### src/rtl/assert_macros.svh
// Assertion helpers shared by the RTL.
`ifndef ASSERT_MACROS_SVH
`define ASSERT_MACROS_SVH

// Combinational check, sampled on every rising clock edge.
`define ASSERT_ALWAYS(lbl, clk, rst, expr) \
   lbl: assert property (@(posedge clk) disable iff (rst) (expr)) \
      else $error("assertion failed");

// Same-cycle implication.
`define ASSERT_IMP(lbl, clk, rst, ante, cons) \
   lbl: assert property (@(posedge clk) disable iff (rst) (ante) |-> (cons)) \
      else $error("assertion failed");

// Next-cycle implication.
`define ASSERT_NEXT(lbl, clk, rst, ante, cons) \
   lbl: assert property (@(posedge clk) disable iff (rst) (ante) |=> (cons)) \
      else $error("assertion failed");

`endif

### src/rtl/u8vd_pkg.sv
package u8vd_pkg;

   // Ranges of the packed big-endian word, with the surrogate range that is rejected.
   localparam logic [31:0] ASCII_HI    = 32'h0000_007F;
   localparam logic [31:0] C2_LO       = 32'h0000_C280;
   localparam logic [31:0] C2_HI       = 32'h0000_DFBF;
   localparam logic [31:0] C2_MASK     = 32'h0000_E0C0;
   localparam logic [31:0] C2_MATCH    = 32'h0000_C080;
   localparam logic [31:0] SURR_LO     = 32'h00ED_A080;
   localparam logic [31:0] SURR_HI     = 32'h00ED_BFBF;
   localparam logic [31:0] C3_LO       = 32'h00E0_A080;
   localparam logic [31:0] C3_HI       = 32'h00EF_BFBF;
   localparam logic [31:0] C3_MASK     = 32'h00F0_C0C0;
   localparam logic [31:0] C3_MATCH    = 32'h00E0_8080;
   localparam logic [31:0] C4_LO       = 32'hF090_8080;
   localparam logic [31:0] C4_HI       = 32'hF48F_BFBF;
   localparam logic [31:0] C4_MASK     = 32'hF8C0_C0C0;
   localparam logic [31:0] C4_MATCH    = 32'hF080_8080;

   // Byte as held by the decoder, with its lead-byte class (0 = bad lead).
   typedef struct packed {
      logic [7:0] data;
      logic [2:0] lead_len;
   } entry_type;

   // Head of the front queue as seen by the engine.
   typedef struct packed {
      logic      valid;
      logic      is_end;
      entry_type entry;
   } head_type;

   typedef struct packed {
      logic [31:0] packed_char;
      logic [20:0] code_point;
      logic [2:0]  seq_length;
      logic        invalid;
      logic        end_of_text;
      logic        last_of_run;
   } rec_type;

   function automatic logic [2:0] lead_len(input logic [7:0] b);
      logic [2:0] len;
      if (b < 8'h80) len = 3'd1;
      else if ((b & 8'hE0) == 8'hC0) len = 3'd2;
      else if ((b & 8'hF0) == 8'hE0) len = 3'd3;
      else if ((b & 8'hF8) == 8'hF0) len = 3'd4;
      else len = 3'd0;
      return len;
   endfunction

   function automatic logic word_valid(input logic [31:0] c);
      logic ok;
      if (c <= ASCII_HI) ok = 1'b1;
      else if (c inside {[C2_LO:C2_HI]}) ok = ((c & C2_MASK) == C2_MATCH);
      else if (c inside {[SURR_LO:SURR_HI]}) ok = 1'b0;
      else if (c inside {[C3_LO:C3_HI]}) ok = ((c & C3_MASK) == C3_MATCH);
      else if (c inside {[C4_LO:C4_HI]}) ok = ((c & C4_MASK) == C4_MATCH);
      else ok = 1'b0;
      return ok;
   endfunction

   function automatic logic [20:0] word_decode(input logic [31:0] c);
      logic [31:0] m;
      logic [31:0] d;
      m = (c <= C3_HI) ? 32'h000F_0000 : 32'h003F_0000;
      if (c <= ASCII_HI) d = c;
      else d = ((c & 32'h0700_0000) >> 6) | ((c & m) >> 4) |
               ((c & 32'h0000_3F00) >> 2) | (c & 32'h0000_003F);
      return d[20:0];
   endfunction

endpackage

### src/rtl/utf8_stream_validating_decoder.sv
// A completing beat reaches the rsp_ ports through the front queue, engine staging register and
// response queue. Throughput: one beat per cycle on valid text while the response queue has room,
// set by the engine's one-byte-per-cycle step. Bytes replayed after a failed sequence pass the
// engine again; a zero byte starts a flush of each pending byte as invalid, then end of text.
// Reset (synchronous, active high) empties both queues and drops any pending sequence.
`include "assert_macros.svh"

module utf8_stream_validating_decoder #(
   parameter int RSP_DEPTH = 4
) (
   input  logic        clock,
   input  logic        reset,
   input  logic        req_push,
   input  logic [7:0]  req_data_byte,
   output logic        req_full,
   output logic        rsp_empty,
   input  logic        rsp_pop,
   output logic [31:0] rsp_packed_char,
   output logic [20:0] rsp_code_point,
   output logic [2:0]  rsp_seq_length,
   output logic        rsp_invalid,
   output logic        rsp_end_of_text,
   output logic        rsp_last_of_run
);

   u8vd_pkg::head_type head;
   u8vd_pkg::rec_type  push_rec;
   u8vd_pkg::rec_type  head_rec;
   logic               pop;
   logic               fifo_full;
   logic               fifo_push;
   logic               eot_shape_ok;
   logic               bad_shape_ok;

   u8vd_front u_front (
      .clock         (clock),
      .reset         (reset),
      .req_push      (req_push),
      .req_data_byte (req_data_byte),
      .req_full      (req_full),
      .head          (head),
      .pop           (pop)
   );

   u8vd_engine u_engine (
      .clock    (clock),
      .reset    (reset),
      .head     (head),
      .pop      (pop),
      .rsp_full (fifo_full),
      .rsp_push (fifo_push),
      .rsp_rec  (push_rec)
   );

   u8vd_rsp_fifo #(
      .DEPTH (RSP_DEPTH)
   ) u_rsp_fifo (
      .clock    (clock),
      .reset    (reset),
      .push     (fifo_push),
      .push_rec (push_rec),
      .full     (fifo_full),
      .empty    (rsp_empty),
      .pop      (rsp_pop),
      .head_rec (head_rec)
   );

   assign rsp_packed_char = head_rec.packed_char;
   assign rsp_code_point  = head_rec.code_point;
   assign rsp_seq_length  = head_rec.seq_length;
   assign rsp_invalid     = head_rec.invalid;
   assign rsp_end_of_text = head_rec.end_of_text;
   assign rsp_last_of_run = head_rec.last_of_run;

   assign eot_shape_ok = rsp_last_of_run && (rsp_seq_length == 3'd0) && !rsp_invalid &&
                         (rsp_packed_char == 32'd0);
   assign bad_shape_ok = (rsp_seq_length == 3'd1) && (rsp_packed_char[31:8] == 24'd0) &&
                         (rsp_code_point[20:8] == 13'd0) &&
                         (rsp_code_point[7:0] == rsp_packed_char[7:0]);

   `ASSERT_IMP(a_eot_shape, clock, reset, !rsp_empty && rsp_end_of_text, eot_shape_ok)
   `ASSERT_IMP(a_bad_shape, clock, reset, !rsp_empty && rsp_invalid, bad_shape_ok)
   `ASSERT_IMP(a_len_nonzero, clock, reset, !rsp_empty && !rsp_end_of_text, rsp_seq_length != 3'd0)
   `ASSERT_NEXT(a_reset_clears, clock, 1'b0, reset, rsp_empty && !req_full)

endmodule

### src/rtl/u8vd_front.sv
module u8vd_front (
   input  logic                clock,
   input  logic                reset,
   input  logic                req_push,
   input  logic [7:0]          req_data_byte,
   output logic                req_full,
   output u8vd_pkg::head_type  head,
   input  logic                pop
);

   // Two-entry queue; one-bit pointers wrap naturally.
   typedef struct packed {
      logic                is_end;
      u8vd_pkg::entry_type entry;
   } slot_type;

   slot_type   slot_ff [2];
   logic       wr_ptr_ff, wr_ptr_in;
   logic       rd_ptr_ff, rd_ptr_in;
   logic [1:0] cnt_ff, cnt_in;
   logic       do_push, do_pop;
   slot_type   new_slot;

   assign req_full = (cnt_ff == 2'd2);
   assign do_push  = req_push && !req_full;
   assign do_pop   = pop && (cnt_ff != 2'd0);

   always_comb begin
      new_slot.is_end         = (req_data_byte == 8'd0);
      new_slot.entry.data     = req_data_byte;
      new_slot.entry.lead_len = u8vd_pkg::lead_len(req_data_byte);
      wr_ptr_in = do_push ? ~wr_ptr_ff : wr_ptr_ff;
      rd_ptr_in = do_pop ? ~rd_ptr_ff : rd_ptr_ff;
      cnt_in    = cnt_ff + {1'b0, do_push} - {1'b0, do_pop};
   end

   always_comb begin
      head.valid  = (cnt_ff != 2'd0);
      head.is_end = slot_ff[rd_ptr_ff].is_end;
      head.entry  = slot_ff[rd_ptr_ff].entry;
   end

   always_ff @(posedge clock) begin
      if (reset) begin
         wr_ptr_ff <= 1'b0;
         rd_ptr_ff <= 1'b0;
         cnt_ff    <= 2'd0;
      end else begin
         wr_ptr_ff <= wr_ptr_in;
         rd_ptr_ff <= rd_ptr_in;
         cnt_ff    <= cnt_in;
      end
   end

   always_ff @(posedge clock) begin
      if (do_push) begin
         slot_ff[wr_ptr_ff] <= new_slot;
      end
   end

endmodule

### src/rtl/u8vd_engine.sv
module u8vd_engine (
   input  logic               clock,
   input  logic               reset,
   input  u8vd_pkg::head_type head,
   output logic               pop,
   input  logic               rsp_full,
   output logic               rsp_push,
   output u8vd_pkg::rec_type  rsp_rec
);

   typedef enum logic [4:0] {
      ACT_NONE        = 5'b00001,
      ACT_STEP        = 5'b00010,
      ACT_FLUSH_BAD   = 5'b00100,
      ACT_EOT         = 5'b01000,
      ACT_START_FLUSH = 5'b10000
   } act_type;

   // Window: pending bytes first, then bytes still to be replayed.
   u8vd_pkg::entry_type buf_ff [4];
   u8vd_pkg::entry_type buf_in [4];
   u8vd_pkg::entry_type v [4];
   logic [2:0] cnt_ff, cnt_in;     // bytes in the window
   logic [1:0] pend_ff, pend_in;   // bytes of the window already collected
   logic [2:0] exp_ff, exp_in;
   logic       flush_ff, flush_in;
   u8vd_pkg::rec_type stg_ff, stg_in;
   logic       stg_vld_ff, stg_vld_in;
   logic       stg_fin_ff, stg_fin_in;

   act_type    act;
   logic       go, from_queue, new_res, run_end;
   logic [2:0] v_cnt, np, exp_n, shift, idx;
   logic [31:0] w;
   u8vd_pkg::rec_type res;

   assign go = !rsp_full;

   always_comb begin
      act        = ACT_NONE;
      from_queue = 1'b0;
      if (cnt_ff > {1'b0, pend_ff}) begin
         act = ACT_STEP;
      end else if (flush_ff) begin
         act = (cnt_ff != 3'd0) ? ACT_FLUSH_BAD : ACT_EOT;
      end else if (head.valid) begin
         from_queue = 1'b1;
         act        = head.is_end ? ACT_START_FLUSH : ACT_STEP;
      end
   end

   assign pop = go && from_queue;

   always_comb begin
      v     = buf_ff;
      v_cnt = cnt_ff;
      if (from_queue && !head.is_end) begin
         v[cnt_ff[1:0]] = head.entry;
         v_cnt          = cnt_ff + 3'd1;
      end

      res.packed_char = {24'd0, v[0].data};
      res.code_point  = {13'd0, v[0].data};
      res.seq_length  = 3'd1;
      res.invalid     = 1'b1;
      res.end_of_text = 1'b0;
      res.last_of_run = 1'b0;

      new_res  = 1'b0;
      run_end  = 1'b0;
      shift    = 3'd0;
      pend_in  = pend_ff;
      exp_in   = exp_ff;
      flush_in = flush_ff;
      np       = {1'b0, pend_ff} + 3'd1;
      exp_n    = (pend_ff == 2'd0) ? v[0].lead_len : exp_ff;

      case (v_cnt[2:0])
         3'd1:    w = {24'd0, v[0].data};
         3'd2:    w = {16'd0, v[0].data, v[1].data};
         3'd3:    w = {8'd0, v[0].data, v[1].data, v[2].data};
         default: w = {v[0].data, v[1].data, v[2].data, v[3].data};
      endcase
      // the word spans exactly the expected length
      case (exp_n)
         3'd1:    w = {24'd0, v[0].data};
         3'd2:    w = {16'd0, v[0].data, v[1].data};
         3'd3:    w = {8'd0, v[0].data, v[1].data, v[2].data};
         default: w = {v[0].data, v[1].data, v[2].data, v[3].data};
      endcase

      case (act)
         ACT_STEP: begin
            if (exp_n == 3'd0) begin
               // bad lead byte
               new_res = 1'b1;
               shift   = 3'd1;
               pend_in = 2'd0;
            end else if (np >= exp_n) begin
               exp_in  = exp_n;
               new_res = 1'b1;
               pend_in = 2'd0;
               if (u8vd_pkg::word_valid(w)) begin
                  res.packed_char = w;
                  res.code_point  = u8vd_pkg::word_decode(w);
                  res.seq_length  = exp_n;
                  res.invalid     = 1'b0;
                  shift           = exp_n;
               end else begin
                  shift = 3'd1;    // lead out, the rest is replayed
               end
            end else begin
               exp_in  = exp_n;
               pend_in = np[1:0];
            end
         end
         ACT_FLUSH_BAD: begin
            new_res = 1'b1;
            shift   = 3'd1;
            pend_in = 2'd0;
         end
         ACT_EOT: begin
            new_res         = 1'b1;
            res.packed_char = 32'd0;
            res.code_point  = 21'd0;
            res.seq_length  = 3'd0;
            res.invalid     = 1'b0;
            res.end_of_text = 1'b1;
            flush_in        = 1'b0;
            run_end         = 1'b1;
         end
         ACT_START_FLUSH: begin
            flush_in = 1'b1;
         end
         default: begin
         end
      endcase

      cnt_in = v_cnt - shift;
      if (act == ACT_STEP && !flush_ff && cnt_in == {1'b0, pend_in}) begin
         run_end = 1'b1;
      end

      for (int i = 0; i < 4; i++) begin
         idx       = 3'(i) + shift;
         buf_in[i] = (idx < 3'd4) ? v[idx[1:0]] : v[i];
      end
   end

   // Staging register: a result is known to close its run only later.
   always_comb begin
      rsp_push             = go && stg_vld_ff && (stg_fin_ff || new_res);
      rsp_rec              = stg_ff;
      rsp_rec.last_of_run  = stg_fin_ff;
      stg_in               = new_res ? res : stg_ff;
      if (new_res) begin
         stg_vld_in = 1'b1;
         stg_fin_in = run_end;
      end else if (rsp_push) begin
         stg_vld_in = 1'b0;
         stg_fin_in = 1'b0;
      end else begin
         stg_vld_in = stg_vld_ff;
         stg_fin_in = stg_fin_ff || run_end;
      end
   end

   always_ff @(posedge clock) begin
      if (reset) begin
         cnt_ff     <= 3'd0;
         pend_ff    <= 2'd0;
         exp_ff     <= 3'd0;
         flush_ff   <= 1'b0;
         stg_vld_ff <= 1'b0;
         stg_fin_ff <= 1'b0;
      end else if (go) begin
         cnt_ff     <= cnt_in;
         pend_ff    <= pend_in;
         exp_ff     <= exp_in;
         flush_ff   <= flush_in;
         stg_vld_ff <= stg_vld_in;
         stg_fin_ff <= stg_fin_in;
      end
   end

   always_ff @(posedge clock) begin
      if (go) begin
         buf_ff <= buf_in;
         stg_ff <= stg_in;
      end
   end

endmodule

### src/rtl/u8vd_rsp_fifo.sv
module u8vd_rsp_fifo #(
   parameter int DEPTH = 4
) (
   input  logic              clock,
   input  logic              reset,
   input  logic              push,
   input  u8vd_pkg::rec_type push_rec,
   output logic              full,
   output logic              empty,
   input  logic              pop,
   output u8vd_pkg::rec_type head_rec
);

   localparam int PTR_W = (DEPTH > 1) ? $clog2(DEPTH) : 1;
   localparam int CNT_W = $clog2(DEPTH + 1);
   localparam logic [PTR_W-1:0] LAST = PTR_W'(DEPTH - 1);

   u8vd_pkg::rec_type mem_ff [DEPTH];
   logic [PTR_W-1:0] wr_ptr_ff, wr_ptr_in;
   logic [PTR_W-1:0] rd_ptr_ff, rd_ptr_in;
   logic [CNT_W-1:0] cnt_ff, cnt_in;
   logic             do_push, do_pop;

   assign full     = (cnt_ff == CNT_W'(DEPTH));
   assign empty    = (cnt_ff == '0);
   assign do_push  = push && !full;
   assign do_pop   = pop && !empty;
   assign head_rec = mem_ff[rd_ptr_ff];

   always_comb begin
      wr_ptr_in = wr_ptr_ff;
      rd_ptr_in = rd_ptr_ff;
      if (do_push) wr_ptr_in = (wr_ptr_ff == LAST) ? '0 : wr_ptr_ff + 1'b1;
      if (do_pop)  rd_ptr_in = (rd_ptr_ff == LAST) ? '0 : rd_ptr_ff + 1'b1;
      cnt_in = cnt_ff + CNT_W'(do_push) - CNT_W'(do_pop);
   end

   always_ff @(posedge clock) begin
      if (reset) begin
         wr_ptr_ff <= '0;
         rd_ptr_ff <= '0;
         cnt_ff    <= '0;
      end else begin
         wr_ptr_ff <= wr_ptr_in;
         rd_ptr_ff <= rd_ptr_in;
         cnt_ff    <= cnt_in;
      end
   end

   always_ff @(posedge clock) begin
      if (do_push) begin
         mem_ff[wr_ptr_ff] <= push_rec;
      end
   end

endmodule
### config.mk
export PLATFORM = sky130hd
export DESIGN_NAME = utf8_stream_validating_decoder
export DESIGN_NICKNAME = d
export VERILOG_FILES = /design/src/rtl/u8vd_pkg.sv /design/src/rtl/utf8_stream_validating_decoder.sv /design/src/rtl/u8vd_front.sv /design/src/rtl/u8vd_engine.sv /design/src/rtl/u8vd_rsp_fifo.sv
export VERILOG_INCLUDE_DIRS = /design/src /design/src/rtl
export SDC_FILE = /design/constraint.sdc
export NUM_CORES = 1
export LEC_CHECK = 0
export BUFFER_PORTS_ARGS = -buffer_cell sky130_fd_sc_hd__clkbuf_2
export CAP_MARGIN = 0
export CORE_UTILIZATION = 43
export CTS_CLUSTER_DIAMETER = 30
export CTS_CLUSTER_SIZE = 16
export DETAILED_ROUTE_END_ITERATION = 10
export GPL_TIMING_DRIVEN = 0
export HOLD_SLACK_MARGIN = 0.03
export PLACE_DENSITY = 0.59
export SLEW_MARGIN = 20
export SYNTH_ARGS = -nofsm -noshare
export SYNTH_HDL_FRONTEND = slang
export SYNTH_SLANG_ARGS = --single-unit
### constraint.sdc
create_clock -name clock -period 7.45 [get_ports clock]
set_clock_uncertainty 0.05 [all_clocks]
set_input_delay 0.745 -clock clock [delete_from_list [all_inputs] [get_ports clock]]
set_output_delay 0.745 -clock clock [all_outputs]
set_load 0.05 [all_outputs]
Word level (Yosys, flattened, before mapping)
Memory sizes are Yosys's and may differ from the RTL's. A register that Yosys moved wholly into a read port is not among the register bits. Cells that the tools add are included.

Magnitude comparators: 22. Equality and inequality tests: 18. Bitwise logic cells: 13. $add $sub $neg: 12. Mux-type cells: 76. Reductions and logical operators: 35.

Operators with widths (count): $mux 57 (3); $mux 11 (13); $pmux 57 s2 (1); $pmux 32 s3 (1); $bmux 11 s2 (4); $ge 32x24->1 const B (2); $le 32x24->1 const B (2); $bwmux 44 (1); $mux 44 (1); $ge 32x16->1 const B (1); $ge 32x32->1 const B (1); $le 32x16->1 const B (1); $le 32x32->1 const B (1); $le 32x7->1 const B (1); $mux 3 (9); $and 25x22->25 (1); $mux 1 (25); $demux 11 s2 (1); $mux 22 (1); $mux 21 (1); $or 21x12->21 (1); $or 21x21->21 (1); $or 21x6->21 (1); $mux 5 (4); 46 further kinds (98).

RAM bits: 260. Memories: 2. Register bits: 124. Input port bits: 12. Word-level logic and storage cells: 203. Output and inout bits: 61.

Memories: u_rsp_fifo.mem_ff (depth 4, bits a word 59, read ports 1, clocked after Yosys merged registers in 1, write ports 1, RTL line u8vd_rsp_fifo.sv:18) `u8vd_pkg::rec_type mem_ff [DEPTH];`; u_front.slot_ff (depth 2, bits a word 12, read ports 1, clocked after Yosys merged registers in 1, write ports 1, RTL line u8vd_front.sv:17) `slot_type slot_ff [2];`.

Longest topological paths before layout
Depth in word-level cells: 31. Mapped depth: 24.

Cells and area by module
A second synthesis with hierarchy kept.

Cells, all modules: 1259. Area, all modules: 17798.3 µm².

Modules (own cells, without submodules): u8vd_rsp_fifo (area each 8984.9 µm², cells each 359, times used 1); u8vd_engine (area each 7671.1 µm², cells each 827, times used 1); u8vd_front (area each 1142.3 µm², cells each 73, times used 1).

Least setup slack after synthesis
OpenSTA, ideal clock, no wires.

Path type: reg2reg. Start point: reg u_engine.cnt_ff[0]. End point: reg u_engine.buf_ff[30] in the netlist's numbering (data pin). Stages on the path, launching flop included: 23. Required time: 7.125 ns. Slack: 1.944 ns. Path buffers: 7. Arrival: 5.181 ns. Cells stage by stage: dfxtp_1 inv_1 ha_1 and3b_1 a21oi_2 buf_4 nor3_4 buf_4 mux2_2 nor4_1 nand2_1 a221o_1 a221o_1 a211oi_2 a21o_4 a21boi_4 buf_2 buf_2 ha_1 clkbuf_1 clkbuf_1 clkbuf_1 o221ai_1.

RTL lines: start: declaration (RTL line u8vd_engine.sv:23) `logic [2:0] cnt_ff, cnt_in;`; start signal: assignment (RTL line u8vd_engine.sv:177) `cnt_ff <= cnt_in;`; end signal: assignment (RTL line u8vd_engine.sv:188) `buf_ff <= buf_in;`; end: declaration (RTL line u8vd_engine.sv:20) `u8vd_pkg::entry_type buf_ff [4];`.

==> summary.md <==
| Metric | Value |
|---|---|
| Latest clock arrival within the worst-skew pair | 590 ps |
| Hold Violations, Final | 0 |
| Maximum fanout along the worst path | 10 |
| Clock period minus worst slack | 7070 ps |
| Detail-routed via count per cell | 5.89 |
| Remaining global-route overflow | 0 |
| Dpl cell area | 18300 µm² |
| Unrepaired setup endpoints after global routing | no |
| Required time of the worst setup path | 7680 ps |
| Most common cell in the synthesized netlist | edfxtp_1 |
| Row count | 72 |
| Mean cell area of the mapped netlist | 14.1 µm² |
| Initial antenna violation count | 0 |
| Peak clock frequency supported by timing | 141 MHz |
| Number of inserted filler cells in the final layout | 3254 |
| Netlist Area Pre-Place | 17100 µm² |
| Post-layout nets | 1404 |
| Final number of setup-violating endpoints | 0 |
| Height of the die | 201 µm |
| Effective utilization at floorplan | 0.439 |
| CTS Root Buffer Type | clkbuf_16 |
| Total Neg Setup Slack | 0 ps |
| Utilization after layout | 0.532 |
| Router iterations before antenna repair | 6 |
| Longest individual stage delay on the worst path | 710 ps |
| Type of origin of the critical path | register |
| Headroom to the max-slew limit | 0.240 |
| Biggest area consumer among synthesized cells | edfxtp_1 |
| Number of distinct library cells after synthesis | 88 |
| DR vias | 11400 |
| Number of violations reported at the end of detailed-routing iteration 0 | 1008 |
| Gr usage total | 0.232 |
| Worst setup EP type | register |
| Run status | complete, no violations |
| Final GP Congestion | 0.963 |
| Max-Cap Viols | 0 |
| Async S/R FF share, synth | 0 |
| Routed length per instance | 24.0 µm |
| Number of instances in the synthesized netlist | 1215 |
| Synth-to-layout area growth | 21.3% |
| Synth top area share | 0.584 |
| Largest net degree at the start of global routing | 53 |
| Number of input and output port buffers inserted | 72 |
| Worst path slowest cell | ha_1 |
| Dominant cells by area after synthesis | edfxtp_1, mux4_2, mux2i_1 |
| Die area | 40500 µm² |
| Die X | 201 µm |
| IO Pins | 73 |
| DRC violations left | 0 |
| Final non-filler cell area | 20700 µm² |
| Clock tree from TritonCTS | done |
| TritonCTS Buffers | 73 |
| Nets in the synthesized netlist | 1251 |
| CTS clock-pin slew for the worst setup and hold paths | 50 ps |
| Wire length of the first global-routing pass | 70.4 mm |
| Type of the worst min-delay path | in -> reg |
| Deepest clock path buffer count | 3 |
| Count of flip-flops with a built-in enable after synthesis | 332 |
| Diode count | 0 |
| Post-detailed-route count of antenna-violating nets | 0 |
| Most frequent cells after synthesis | edfxtp_1, nor2_1, nand2_1, mux4_2, mux2i_1 |
| Share of post-route cells with drive strength above 1 | 0.269 |
| Core area | 38900 µm² |
| Number of global-route vias before repair | 11500 |
| CP cell instances | inv_1, ha_1, and3b_1, a21oi_2, buf_4, nor3_4, buf_4, mux2i_1, clkbuf_1, o22ai_1, nor3_1, a31oi_1, a21o_4, nand2_1, clkinvlp_4, ha_1, clkbuf_2, clkbuf_1, o221ai_1 |
| Number of max-slew violations in the final report | 0 |
| Synthesis-stage register bit count | 357 |
| Number of levels the H-tree was split into | 3 |
| Tightest Pin Transition | 1110 ps |
| Leading register cell type out of synthesis | edfxtp_1 |
| Class of the most critical setup path | reg -> reg |
| Detailed Place HPWL | 31.7 mm |
| Drt total wl | 46.6 mm |
| CTS Sinks | 357 |
| Sequential-to-total area share from yosys stat | 0.613 |
| Setup fix buffers added after clock tree synthesis | 0 |
| WP data arrival | 7300 ps |
| Count of synthesis-stage warnings from yosys | 0 |
| Final clock period utilization by the worst path | 0.949 |
==> timing repair <==
| item | 4_1_cts | 5_1_grt |
|---|---|---|
| gates resized for setup | 4 | 8 |
| pin swaps | 0 | 0 |
| setup endpoints to repair | 16 | 17 |
| hold buffers | 0 | 0 |
==> through the flow <==
stage	cells	worst slack [ps]	hold slack (ps)
detailed placement	1812	-318	418
global route	1941	197	315
finish	1941	378	313
floorplan	1215	1940	394
CTS	1942	18.8	294
global placement	1805	-234	407
==> logic make-up after synthesis <==
kind of cell / after synthesis / synth area share
simple gates: 315 / 0.0914
fa+ha+maj: 25 / 0.0190
flops: 357 / 0.613
mux: 153 / 0.137
other cells: 1 / 0.000220
xor+xnor: 14 / 0.00718
compound gates: 239 / 0.101
buf+inv: 111 / 0.0314
==> layout by cell type (no fill, tap or decap), drive strengths merged, types with 32 or more instances in the layout <==
cell type,n
edfxtp,332
clkbuf,182
nor2,111
nand2,74
mux4,61
mux2i,60
a21oi,54
buf,54
inv,39
o21ai,35
mux2,32
==> sequential cells by signal, indices dropped and copies added, names as in the netlist, 3 cells and up, named ones only <==
| name | flops |
|---|---|
| u_engine.buf_ff | 44 |
| u_engine.cnt_ff | 3 |
| u_engine.exp_ff | 3 |
| u_engine.rsp_rec | 52 |
| u_front.slot_ff | 24 |
| u_rsp_fifo.cnt_ff | 3 |
| u_rsp_fifo.mem_ff | 212 |
==> final timing paths <==
check / end / cells past startpoint / slack, ps / start
worst min-delay path: u_front.slot_ff[0][3] / 1 / 310 / req_data_byte[0]
worst max register to register: u_engine.buf_ff[28] / 19 / 380 / u_engine.pend_ff[1]
worst max-delay path: u_engine.buf_ff[28] / 19 / 380 / u_engine.pend_ff[1]
worst min register to register: u_engine.exp_ff[0] / 2 / 430 / u_engine.exp_ff[0]
==> per-layer routing <==
layer  vias up  GRT usage  share of wire
met3        94     0.0450          0.068
met4         0     0.0901          0.027
met2       481      0.373           0.47
met1      5742      0.312           0.43
li1       5117          -              -
met5         -          0              0
==> critical path, delay by kind of cell (launching register included) <==
kind | cells | cell delay (ps)
AOI/OAI and AO/OA | 5 | 1160
and+or+nand+nor | 4 | 1300
adders and majority gates | 2 | 1030
muxes | 1 | 260
buffers and inverters | 7 | 2560
DFF | 1 | 390
==> area by class of cell <==
cell class | count | area (µm²) | share of cell area
flip-flops and latches | 357 | 10500 | 0.506
multi-input cells | 747 | 6140 | 0.296
clock buffers | 83 | 1870 | 0.0905
well taps | 518 | 648 | 0.0313
clock inverters | 47 | 519 | 0.0251
repair buffers | 79 | 518 | 0.0250
plain buffers | 74 | 400 | 0.0193
inverters | 36 | 140 | 0.00677
Power is not shown: default switching activity piles up to over one toggle a cycle in this logic, so the estimate is an artifact.
